File: config.mk
export PLATFORM = sky130hd
export DESIGN_NAME = pid_position_incremental_flat
export DESIGN_NICKNAME = d
export VERILOG_FILES = /design/src/design/pip_pkg.sv /design/src/design/pip_if.sv /design/src/design/pip_cfg.sv /design/src/design/pip_core.sv /design/src/design/pid_position_incremental.sv /design/src/flat_wrapper.sv
export SDC_FILE = /design/constraint.sdc
export NUM_CORES = 2
export LEC_CHECK = 0
export BUFFER_PORTS_ARGS = -buffer_cell sky130_fd_sc_hd__buf_2
export CORE_MARGIN = 1.5
export CORE_UTILIZATION = 55
export DETAILED_ROUTE_END_ITERATION = 8
export PLACE_DENSITY = 0.74
export SLEW_MARGIN = 20
export SYNTH_ARGS = -nofsm -noshare
export SYNTH_HDL_FRONTEND = slang
export SYNTH_HIERARCHICAL = 1
export SYNTH_SLANG_ARGS = --single-unit
File: constraint.sdc
create_clock -name i_clk -period 23.2 [get_ports i_clk]
set_input_delay 4.64 -clock i_clk [delete_from_list [all_inputs] [get_ports i_clk]]
set_output_delay 4.64 -clock i_clk [all_outputs]
set_load 0.01 [all_outputs]
File: src/design/pip_pkg.sv
package pip_pkg;

    localparam int GAIN_FRAC_BITS = 8;
    localparam int CFG_IDX_W      = 3;
    localparam int CFG_DATA_W     = 32;

    typedef enum logic [CFG_IDX_W-1:0] {
        REG_MODE           = 3'd0,
        REG_GAIN_PROP      = 3'd1,
        REG_GAIN_INTEG     = 3'd2,
        REG_GAIN_DERIV     = 3'd3,
        REG_INTEGRAL_LIMIT = 3'd4,
        REG_OUTPUT_LIMIT   = 3'd5,
        REG_MAX_ERROR      = 3'd6,
        REG_DEAD_BAND      = 3'd7
    } t_cfg_idx;

    typedef enum logic {
        MODE_POSITION    = 1'b0,
        MODE_INCREMENTAL = 1'b1
    } t_mode;

    typedef struct packed {
        t_mode       mode;
        logic [15:0] gain_prop;
        logic [15:0] gain_integ;
        logic [15:0] gain_deriv;
        logic [30:0] integral_limit;
        logic [30:0] output_limit;
        logic [15:0] max_error;
        logic [15:0] dead_band;
    } t_cfg;

    function automatic logic signed [31:0] sat32(input logic signed [34:0] x);
        if (x > 35'sh0_7FFF_FFFF) begin
            return 32'sh7FFF_FFFF;
        end else if (x < -35'sh0_8000_0000) begin
            return 32'sh8000_0000;
        end
        return x[31:0];
    endfunction

    function automatic logic signed [31:0] clamp_mag(input logic signed [31:0] x,
                                                     input logic [30:0]        lim);
        logic signed [32:0] l;
        logic signed [32:0] nl;
        logic signed [32:0] xs;
        l  = $signed({2'b00, lim});
        nl = -l;
        xs = 33'(x);
        if (xs > l) begin
            return l[31:0];
        end else if (xs < nl) begin
            return nl[31:0];
        end
        return x;
    endfunction

endpackage

File: src/design/pip_if.sv
interface pip_in_if;
    logic        valid;
    logic        ready;
    logic [15:0] measured;
    logic [15:0] target;

    modport source (output valid, output measured, output target, input ready);
    modport sink   (input valid, input measured, input target, output ready);
endinterface

interface pip_out_if;
    logic        valid;
    logic        ready;
    logic [31:0] drive;
    logic        gated;

    modport source (output valid, output drive, output gated, input ready);
    modport sink   (input valid, input drive, input gated, output ready);
endinterface

interface pip_cfg_if;
    logic        valid;
    logic        ready;
    logic [2:0]  index;
    logic [31:0] data;

    modport source (output valid, output index, output data, input ready);
    modport sink   (input valid, input index, input data, output ready);
endinterface

File: src/design/pip_cfg.sv
module pip_cfg
    import pip_pkg::*;
(
    input  logic      i_clk,
    input  logic      i_rst_n,
    pip_cfg_if.sink   i_cfg,
    output t_cfg      o_cfg
);

    t_cfg r_cfg;
    t_cfg n_cfg;

    assign i_cfg.ready = 1'b1;
    assign o_cfg       = r_cfg;

    always_comb begin
        n_cfg = r_cfg;
        if (i_cfg.valid) begin
            case (t_cfg_idx'(i_cfg.index))
                REG_MODE:           n_cfg.mode           = t_mode'(i_cfg.data[0]);
                REG_GAIN_PROP:      n_cfg.gain_prop      = i_cfg.data[15:0];
                REG_GAIN_INTEG:     n_cfg.gain_integ     = i_cfg.data[15:0];
                REG_GAIN_DERIV:     n_cfg.gain_deriv     = i_cfg.data[15:0];
                REG_INTEGRAL_LIMIT: n_cfg.integral_limit = i_cfg.data[30:0];
                REG_OUTPUT_LIMIT:   n_cfg.output_limit   = i_cfg.data[30:0];
                REG_MAX_ERROR:      n_cfg.max_error      = i_cfg.data[15:0];
                REG_DEAD_BAND:      n_cfg.dead_band      = i_cfg.data[15:0];
                default:            n_cfg = r_cfg;
            endcase
        end
    end

    always_ff @(posedge i_clk) begin
        if (!i_rst_n) begin
            r_cfg <= '0;
        end else begin
            r_cfg <= n_cfg;
        end
    end

endmodule

File: src/design/pip_core.sv
module pip_core
    import pip_pkg::*;
(
    input  logic               i_clk,
    input  logic               i_rst_n,
    input  t_cfg               i_cfg,
    input  logic               i_adv,
    input  logic        [15:0] i_measured,
    input  logic        [15:0] i_target,
    output logic signed [31:0] o_drive,
    output logic               o_gated
);

    logic signed [16:0] r_err_prev;
    logic signed [16:0] r_err_prev2;
    logic signed [31:0] r_integral_sum;
    logic signed [31:0] r_last_drive;

    logic signed [16:0] w_err;
    logic        [16:0] w_mag;
    logic signed [17:0] w_d1;
    logic signed [18:0] w_d2;
    logic signed [17:0] w_prop_op;
    logic signed [18:0] w_deriv_op;
    logic signed [33:0] w_prop_prod;
    logic signed [32:0] w_integ_prod;
    logic signed [34:0] w_deriv_prod;
    logic signed [33:0] w_p;
    logic signed [32:0] w_i;
    logic signed [34:0] w_d;
    logic signed [31:0] w_i_pos;
    logic signed [31:0] w_i_inc;
    logic signed [31:0] w_i_term;
    logic signed [31:0] w_sum;
    logic signed [31:0] w_res_inc;
    logic signed [31:0] w_res;
    logic               w_gated;
    logic               w_incr;

    assign w_incr = (i_cfg.mode == MODE_INCREMENTAL);

    assign w_err = $signed({i_target[15], i_target}) - $signed({i_measured[15], i_measured});
    assign w_mag = w_err[16] ? 17'(-w_err) : w_err;

    assign w_gated = ((i_cfg.max_error != '0) && (w_mag > {1'b0, i_cfg.max_error})) ||
                     ((i_cfg.dead_band != '0) && (w_mag < {1'b0, i_cfg.dead_band}));

    // error differences for the derivative and incremental terms
    assign w_d1 = 18'(w_err) - 18'(r_err_prev);
    assign w_d2 = 19'(w_err) - (19'(r_err_prev) <<< 1) + 19'(r_err_prev2);

    assign w_prop_op  = w_incr ? w_d1 : 18'(w_err);
    assign w_deriv_op = w_incr ? w_d2 : 19'(w_d1);

    assign w_prop_prod  = $signed(i_cfg.gain_prop)  * w_prop_op;
    assign w_integ_prod = $signed(i_cfg.gain_integ) * w_err;
    assign w_deriv_prod = $signed(i_cfg.gain_deriv) * w_deriv_op;

    assign w_p = w_prop_prod  >>> GAIN_FRAC_BITS;
    assign w_i = w_integ_prod >>> GAIN_FRAC_BITS;
    assign w_d = w_deriv_prod >>> GAIN_FRAC_BITS;

    assign w_i_pos  = clamp_mag(sat32(35'(r_integral_sum) + 35'(w_i)), i_cfg.integral_limit);
    assign w_i_inc  = clamp_mag(sat32(35'(w_i)), i_cfg.integral_limit);
    assign w_i_term = w_incr ? w_i_inc : w_i_pos;

    assign w_sum     = sat32(35'(w_p) + 35'(w_i_term) + w_d);
    assign w_res_inc = sat32(35'(r_last_drive) + 35'(w_sum));
    assign w_res     = clamp_mag(w_incr ? w_res_inc : w_sum, i_cfg.output_limit);

    assign o_drive = w_gated ? 32'sd0 : w_res;
    assign o_gated = w_gated;

    always_ff @(posedge i_clk) begin
        if (!i_rst_n) begin
            r_err_prev     <= '0;
            r_err_prev2    <= '0;
            r_integral_sum <= '0;
            r_last_drive   <= '0;
        end else if (i_adv && !w_gated) begin
            r_err_prev     <= w_err;
            r_err_prev2    <= r_err_prev;
            r_integral_sum <= w_i_term;
            if (w_incr) begin
                r_last_drive <= w_res;
            end
        end
    end

    a_gated_keeps_state: assert property (@(posedge i_clk) disable iff (!i_rst_n)
        (i_adv && w_gated) |=> (r_err_prev == $past(r_err_prev)) &&
                               (r_integral_sum == $past(r_integral_sum)) &&
                               (r_last_drive == $past(r_last_drive)))
        else $error("gated item changed controller state");

    a_history_shift: assert property (@(posedge i_clk) disable iff (!i_rst_n)
        (i_adv && !w_gated) |=> (r_err_prev2 == $past(r_err_prev)))
        else $error("error history did not shift");

    a_position_keeps_last: assert property (@(posedge i_clk) disable iff (!i_rst_n)
        (i_adv && !w_incr) |=> $stable(r_last_drive))
        else $error("position form changed last drive");

endmodule

File: src/design/pid_position_incremental.sv
// PID controller in position or incremental form. Each transfer on the input channel
// carries a measured sample and a target; the block forms error = target - measured and
// returns one result transfer with the clamped drive, or drive 0 with gated set when the
// error is above max_error or below dead_band (either check off when 0), in which case no
// state changes. An item passes through the input register and then the result register;
// a new item is taken every cycle while the receiver does not stall the result register,
// since the single compute stage between the two registers also updates the error
// history, integral and last drive at the same edge that loads the result. Gains are signed
// Q8.8. Configuration registers are written through the config channel; the user must
// write them only while idle, since the block itself does not enforce it.
module pid_position_incremental
    import pip_pkg::*;
(
    input  logic     i_clk,
    input  logic     i_rst_n,
    pip_cfg_if.sink  i_cfg,
    pip_in_if.sink   i_in,
    pip_out_if.source o_out
);

    t_cfg               w_cfg;
    logic               w_adv;
    logic signed [31:0] w_drive;
    logic               w_gated;

    logic               r_in_valid;
    logic        [15:0] r_measured;
    logic        [15:0] r_target;
    logic               r_out_valid;
    logic        [31:0] r_drive;
    logic               r_gated;

    pip_cfg u_cfg (
        .i_clk   (i_clk),
        .i_rst_n (i_rst_n),
        .i_cfg   (i_cfg),
        .o_cfg   (w_cfg)
    );

    pip_core u_core (
        .i_clk      (i_clk),
        .i_rst_n    (i_rst_n),
        .i_cfg      (w_cfg),
        .i_adv      (w_adv),
        .i_measured (r_measured),
        .i_target   (r_target),
        .o_drive    (w_drive),
        .o_gated    (w_gated)
    );

    assign w_adv      = r_in_valid && (!r_out_valid || o_out.ready);
    assign i_in.ready = !r_in_valid || w_adv;

    assign o_out.valid = r_out_valid;
    assign o_out.drive = r_drive;
    assign o_out.gated = r_gated;

    always_ff @(posedge i_clk) begin
        if (!i_rst_n) begin
            r_in_valid <= 1'b0;
        end else if (i_in.ready) begin
            r_in_valid <= i_in.valid;
        end
    end

    always_ff @(posedge i_clk) begin
        if (i_in.valid && i_in.ready) begin
            r_measured <= i_in.measured;
            r_target   <= i_in.target;
        end
    end

    always_ff @(posedge i_clk) begin
        if (!i_rst_n) begin
            r_out_valid <= 1'b0;
        end else if (w_adv) begin
            r_out_valid <= 1'b1;
        end else if (o_out.ready) begin
            r_out_valid <= 1'b0;
        end
    end

    always_ff @(posedge i_clk) begin
        if (w_adv) begin
            r_drive <= w_drive;
            r_gated <= w_gated;
        end
    end

    a_gated_zero: assert property (@(posedge i_clk) disable iff (!i_rst_n)
        (r_out_valid && r_gated) |-> (r_drive == '0))
        else $error("gated result with nonzero drive");

    a_drive_in_limit: assert property (@(posedge i_clk) disable iff (!i_rst_n)
        r_out_valid |-> ($signed({r_drive[31], r_drive}) <= $signed({2'b00, w_cfg.output_limit}))
                     && ($signed({r_drive[31], r_drive}) >= -$signed({2'b00, w_cfg.output_limit})))
        else $error("drive outside output limit");

    a_stage_drains: assert property (@(posedge i_clk) disable iff (!i_rst_n)
        (r_in_valid && !r_out_valid) |=> r_out_valid)
        else $error("held item did not reach result register");

endmodule

File: src/flat_wrapper.sv
// flat-port wrapper written by rule: the top's interface ports become plain ports
module pid_position_incremental_flat import pip_pkg::*;
  (i_clk, i_rst_n, i_cfg_valid, i_cfg_index, i_cfg_data, i_cfg_ready, i_in_valid, i_in_measured, i_in_target, i_in_ready, o_out_valid, o_out_drive, o_out_gated, o_out_ready);
  pip_cfg_if i_cfg_i ();
  pip_in_if i_in_i ();
  pip_out_if o_out_i ();
  input  logic i_clk;
  input  logic i_rst_n;
  input wire logic [$bits(i_cfg_i.valid)-1:0] i_cfg_valid;
  input wire logic [$bits(i_cfg_i.index)-1:0] i_cfg_index;
  input wire logic [$bits(i_cfg_i.data)-1:0] i_cfg_data;
  output wire logic [$bits(i_cfg_i.ready)-1:0] i_cfg_ready;
  input wire logic [$bits(i_in_i.valid)-1:0] i_in_valid;
  input wire logic [$bits(i_in_i.measured)-1:0] i_in_measured;
  input wire logic [$bits(i_in_i.target)-1:0] i_in_target;
  output wire logic [$bits(i_in_i.ready)-1:0] i_in_ready;
  output wire logic [$bits(o_out_i.valid)-1:0] o_out_valid;
  output wire logic [$bits(o_out_i.drive)-1:0] o_out_drive;
  output wire logic [$bits(o_out_i.gated)-1:0] o_out_gated;
  input wire logic [$bits(o_out_i.ready)-1:0] o_out_ready;
  assign i_cfg_i.valid = i_cfg_valid;
  assign i_cfg_i.index = i_cfg_index;
  assign i_cfg_i.data = i_cfg_data;
  assign i_cfg_ready = i_cfg_i.ready;
  assign i_in_i.valid = i_in_valid;
  assign i_in_i.measured = i_in_measured;
  assign i_in_i.target = i_in_target;
  assign i_in_ready = i_in_i.ready;
  assign o_out_valid = o_out_i.valid;
  assign o_out_drive = o_out_i.drive;
  assign o_out_gated = o_out_i.gated;
  assign o_out_i.ready = o_out_ready;
  pid_position_incremental u_core (.i_clk(i_clk), .i_rst_n(i_rst_n), .i_cfg(i_cfg_i), .i_in(i_in_i), .o_out(o_out_i));
endmodule
; ---- Word-level counts from Yosys, hierarchy flattened
; Index checks and enable logic that the tools add are counted.
[classes]
addsub = 11
mul = 3
magnitude_cmp = 16
n_eq_ne = 7
n_mux = 42
n_reduce_logical = 24
[ops]
columns = op, n
row1 = 32-bit 2-to-1 mux, 23
row2 = 32-bit by 33-bit < comparator with 1-bit output, 3
row3 = 32-bit > comparator, 3
row4 = 33-bit by 32-bit > comparator with 1-bit output (second input constant), 2
row5 = 33-bit by 32-bit < comparator with 1-bit output (second input constant), 2
row6 = 31-bit negation with 33-bit output, 2
row7 = 16-bit by 19-bit multiplier with 35-bit output, 1
row8 = 33-bit by 27-bit adder with 34-bit output, 1
row9 = 34-bit by 32-bit > comparator with 1-bit output (second input constant), 1
row10 = 34-bit by 32-bit < comparator with 1-bit output (second input constant), 1
row11 = 16-bit by 18-bit multiplier with 34-bit output, 1
row12 = 26-bit by 32-bit adder with 33-bit output, 1
row13 = 32-bit by 25-bit adder with 33-bit output, 1
row14 = 32-bit by 32-bit adder with 33-bit output, 1
row15 = 16-bit by 17-bit multiplier with 33-bit output, 1
row16 = 25-bit by 32-bit > comparator with 1-bit output (second input constant), 1
row17 = 25-bit by 32-bit < comparator with 1-bit output (second input constant), 1
row18 = 16-bit nonzero test, 2
row19 = 19-bit by 17-bit adder with 19-bit output, 1
row20 = 19-bit 2-to-1 mux, 1
row21 = 17-bit by 18-bit subtractor with 19-bit output, 1
row22 = 18-bit 2-to-1 mux, 1
row23 = 2-bit AND reduction, 9
row24 = 17-bit by 17-bit subtractor with 18-bit output, 1
row25 = other kinds (14), 41
[totals]
reg_bits = 308
out_inout_bits = 36
elab_cells = 121

; ---- Longest topological paths before layout
[depth]
word_depth = 28
depth_mapped = 105

; ---- Modules after synthesis
; The synthesis kept the hierarchy.
[by_module_without_submodules]
columns = mod, n_inst, cells_per_inst, area_each_um2, seq_area_each_um2
row1 = pip_core, 1, 6697, 54693.7, 1961.9
row2 = pip_cfg, 1, 508, 5282.6, 2862.7
row3 = pid_position_incremental, 1, 74, 2055.7, 1991.9

; ---- Least setup slack after synthesis
; OpenSTA, ideal clock, no wires.
[synth_timing]
path_kind = register to register
startpoint = register u_core.r_measured[0]
endpoint = register u_core.r_drive[2], in the netlist u_core/o_out.drive[2] (data pin)
setup_time_ns = 0.255
arrival_time_ns = 22.630
path_slack_ns = 0.315
stages_incl_launch_ff = 99
n_path_buf = 13
path_cell_list = edfxtp_1 -> ha_1 -> fa_1 -> nand2b_1 -> a21oi_1 -> o2111ai_1 -> a21oi_1 -> o22ai_1 -> nand2b_1 -> a31oi_1 -> inv_1 -> clkbuf_1 -> and2_1 -> inv_1 -> fa_1 -> fa_1 -> inv_1 -> fa_1 -> (+63 left out) -> or2_1 -> o31a_1 -> nor3_2 -> o21ai_0 -> o211a_1 -> clkbuf_1 -> a221oi_1 -> ha_1 -> a21o_1 -> a21oi_1 -> nor2_1 -> a2111oi_0 -> nor2_1 -> o31ai_1 -> a21oi_1 -> or4b_2 -> o211a_1 -> and3_1
[synth_between]
elab_chain_len = 28
[synth_rtl]
columns = item, line
row1 = start: declaration, pid_position_incremental.sv:27  ; logic [15:0] r_measured;
row2 = start signal: assignment, pid_position_incremental.sv:68  ; r_measured <= i_in.measured;
row3 = 16-bit by 16-bit subtractor with 17-bit output *, pip_core.sv:42  ; assign w_err = $signed({i_target[15], i_target}) - $signed({i_measured[15], i_measured});
row4 = 16-bit by 17-bit multiplier with 33-bit output *, pip_core.sv:56  ; assign w_integ_prod = $signed(i_cfg.gain_integ) * w_err;
row5 = 32-bit by 25-bit adder with 33-bit output, pip_core.sv:63  ; assign w_i_pos = clamp_mag(sat32(35'(r_integral_sum) + 35'(w_i)), i_cfg.integral_limit);
row6 = 33-bit by 32-bit < comparator with 1-bit output, pip_pkg.sv:37  ; end else if (x < -35'sh0_8000_0000) begin
row7 = 1-bit 2-to-1 mux, pip_pkg.sv:37
row8 = 1-bit 2-to-1 mux, pip_pkg.sv:35  ; if (x > 35'sh0_7FFF_FFFF) begin
row9 = 32-bit 2-to-1 mux, pip_pkg.sv:40  ; return x[31:0];
row10 = 32-bit by 33-bit < comparator with 1-bit output, pip_pkg.sv:53  ; end else if (xs < nl) begin
row11 = (+4 left out), --
row12 = net u_core.u_core.w_i_term[26], pip_core.sv:33  ; logic signed [31:0] w_i_term;
row13 = (+8 left out), --
row14 = 1-bit 2-to-1 mux, pip_pkg.sv:37
row15 = 1-bit 2-to-1 mux, pip_pkg.sv:35
row16 = 32-bit 2-to-1 mux, pip_pkg.sv:40
row17 = 32-bit 2-to-1 mux *, pip_core.sv:69  ; assign w_res = clamp_mag(w_incr ? w_res_inc : w_sum, i_cfg.output_limit);
row18 = 32-bit by 33-bit < comparator with 1-bit output, pip_pkg.sv:53
row19 = 1-bit 2-to-1 mux, pip_pkg.sv:53
row20 = 1-bit 2-to-1 mux, pip_pkg.sv:51  ; if (xs > l) begin
row21 = 32-bit 2-to-1 mux *, pip_pkg.sv:56  ; return x;
row22 = end signal: assignment, pid_position_incremental.sv:85  ; r_drive <= w_drive;
row23 = end: declaration, pid_position_incremental.sv:30  ; logic [31:0] r_drive;
; The timed path passes the listed nets; every way through them passes the cells marked *.
; A chain may end at the register's enable or synchronous reset.

; ---- Final worst setup path
; Ends and elaborated chain as after synthesis.

==> key figures <==
Timing
  • Fin crit period: 22430 ps
  • Final Cycle Share: 96.7%
  • Final hold vios: 0
  • Setup violators final: 0
  • Fmax: 44.6 MHz
  • Slew headroom: 23.5%
  • Fin. max-slew vios: 0
  • Worst slew pin tran: 1150 ps
  • Setup TNS: 0 ps
  • Worst clock skew: 36.2 ps

Logic synthesis
  • Syn_nets: 8890
  • Largest cells by area after synthesis: fa_1 30%, ha_1 12%, dfxtp_1 7.8%, inv_1 7.1%, nand2_1 6.2%
  • Synthesized flop and latch total: 308
  • Unique masters post-synth: 104
  • Post-synthesis cell count: 7279
  • Synth Cell Area: 0.0620 mm²
  • Number of flops mapped to enable cells by yosys: 65
  • Sequential-to-total area share from yosys stat: 11.0%
  • Yosys warnings: 6
  • Top_reg_cell synth: dfxtp_1
  • Area leader, netlist: fa_1
  • Syn avg cell area: 8.52 µm²
  • Top cell type's share of synthesized area: 29.7%
  • Post-synthesis async set-or-reset flop share: 0%

Die
  • I/O pin count: 108
  • Full die area: 0.115 mm²
  • Die height: 339 µm
  • Chip width: 339 µm
  • Core region area: 0.112 mm²
  • Initial Util: 55.3%
  • Std-Cell Rows: 123

GRT
  • Largest net degree at the start of global routing: 73
  • Initial antenna violation count: 6
  • Total gr overflow: 0
  • Vias in the first global route: 56200
  • Total track usage: 34.7%
  • First-pass GRT wire length: 312 mm

Worst setup path
  • Arrival time worst endpoint: 22760 ps
  • Crit. path cell count: 93
  • FF-to-FF path depth: 93
  • Critical path buffer and inverter count: 19
  • Crit. End Element: register
  • Crit path largest cell delay: 690 ps
  • Crit start category: register
  • CP delay by family, top: compound AO/OA/AOI/OAI gates
  • CP Max Fanout: 15
  • Cell repeated most along the worst path: buf_4
  • Kind of critical path: reg -> reg
  • CP required: 23540 ps
  • Slowest stage cell, crit path: or4b_2

Routing
  • DRT Pass-1 Iters: 8
  • Via Count: 55300
  • Post-route ant nets: 0
  • WL/cell: 21.6 µm
  • Residual DRC: 0
  • Final wirelength: 201 mm
  • Initial DRC count: 4758
  • DR vias/cell: 5.95

Final layout
  • Final layout net count: 9383
  • Layout fillers: 9563
  • Commonest non-fill, non-tap cell in the layout: inv_1
  • Layout area overhead: 12.8%
  • Most frequent cells in the layout: 1162 x inv_1, 1022 x nand2_1, 920 x fa_1
  • Share of cells above drive strength 1: 13.0%

Clock tree
  • Cts hold-fix bufs: 0
  • Worst-Skew Late Latency: 610 ps
  • H-tree depth: 2
  • # clock sinks: 308
  • CTS tree: done
  • CTS max path bufs: 3
  • Root Driver: clkbuf_16
  • Reg clk slew, reported paths: 60 ps
  • CTS Buf Count: 40

Hold path
  • Hold Crit Depth: 2
  • Hold WC Path Type: reg -> reg

Outcome
  • Status: completed

Flow run
  • MaxCap Viol Count: 0

Placed design
  • Global placer's final weighted congestion: 1.01
  • Number of port buffers: 105
  • HPWL Detailed: 163 mm
==> per-layer routing <==
metal	part of all wire, %	GRT usage (%)
met5	0.0065	0
met4	5.1	15.3
met3	9.5	7.03
met2	46	56.7
met1	39	44.4
==> stage by stage <==
step           cells  hold WS, ps  setup WS [ps]  util (%)  instance area [µm²]
3_5_place_dp    9216          447           -149      60.8                68300
3_3_place_gp    9216          441          -91.5      60.8                68300
6_report        9304          462            774      62.4                70000
4_1_cts         9288          457           75.5      62.0                69600
5_1_grt         9302          477          -99.8      62.4                70000
2_1_floorplan   7279          431            315         -                62000
==> what timing repair did <==
item,4_1_cts,5_1_grt
cloned,0,0
setup endpoints to repair,51,64
pin swaps,0,15
resized for setup,7,67
setup buffers,0,12
==> cell usage after synthesis (36+ instances only) <==
library cell	count
a211oi_1	63
a21o_1	138
a21oi_1	282
a31oi_1	55
and2_1	270
and3_1	52
buf_2	36
clkbuf_1	249
dfxtp_1	243
edfxtp_1	65
fa_1	921
ha_1	618
inv_1	1167
mux2i_1	174
nand2_1	1024
nand2b_1	37
nand3_1	103
nand4_1	44
nor2_1	324
nor2b_1	63
nor3_1	126
nor4_1	39
o211ai_1	73
o21a_1	66
o21ai_0	212
o31ai_1	42
or2_2	36
or3_1	37
xnor2_1	202
xor2_1	82
==> logic make-up (layout without fill, tap and decap cells) <==
logic type | after synthesis | count (layout) | synth area share (%)
AOI/OAI and AO/OA | 1236 | 1236 | 13.5
xor gates and xnor gates | 284 | 284 | 4.01
adders and majority gates | 1542 | 1542 | 42.2
buffers and inverters | 1490 | 2013 | 9.25
DFF | 308 | 308 | 11.0
muxes | 197 | 197 | 3.23
other | 1 | 3 | 0.00605
and+or+nand+nor | 2221 | 2221 | 16.8
==> tightest hold or removal path: stages (launching register included) <==
cell	delay, ps
dfxtp_1	310
nand2_1	50
a21oi_1	50
==> sequential cells by signal, summed over array words and instances, names as in the netlist <==
register / cells
u_core/o_out.drive: 32
u_core/r_target: 16
u_core/u_core/r_last_drive: 32
u_core/r_in_valid: 1
u_core/r_measured: 16
u_core/u_core/r_err_prev2: 17
u_core/o_out.valid: 1
u_core/o_out.gated: 1
u_core/u_cfg/o_cfg: 143
u_core/u_core/r_integral_sum: 32
u_core/u_core/r_err_prev: 17
==> cell type report <==
cell class	count	area, µm²	share of cell area (%)
multi-input cells	5481	49900	71.4
flip-flops and latches	308	6820	9.75
repair buffers	770	5630	8.05
inverters	1171	4400	6.28
well taps	1500	1880	2.68
clock buffers	49	1110	1.58
clock inverters	23	208	0.297
diodes	2	5.00	0.00715
==> worst paths after layout <==
path	endpoint	from	slack, ps
worst max-delay path	u_core/o_out.drive[2]	u_core/r_measured[0]	770
worst min-delay path	u_core/u_core/r_err_prev2[9]	u_core/u_core/r_err_prev[9]	460
worst max register to register	u_core/o_out.drive[2]	u_core/r_measured[0]	770
worst min register to register	u_core/u_core/r_err_prev2[9]	u_core/u_core/r_err_prev[9]	460
Power is not shown: default switching activity piles up to over one toggle a cycle in this logic, so the estimate is an artifact.
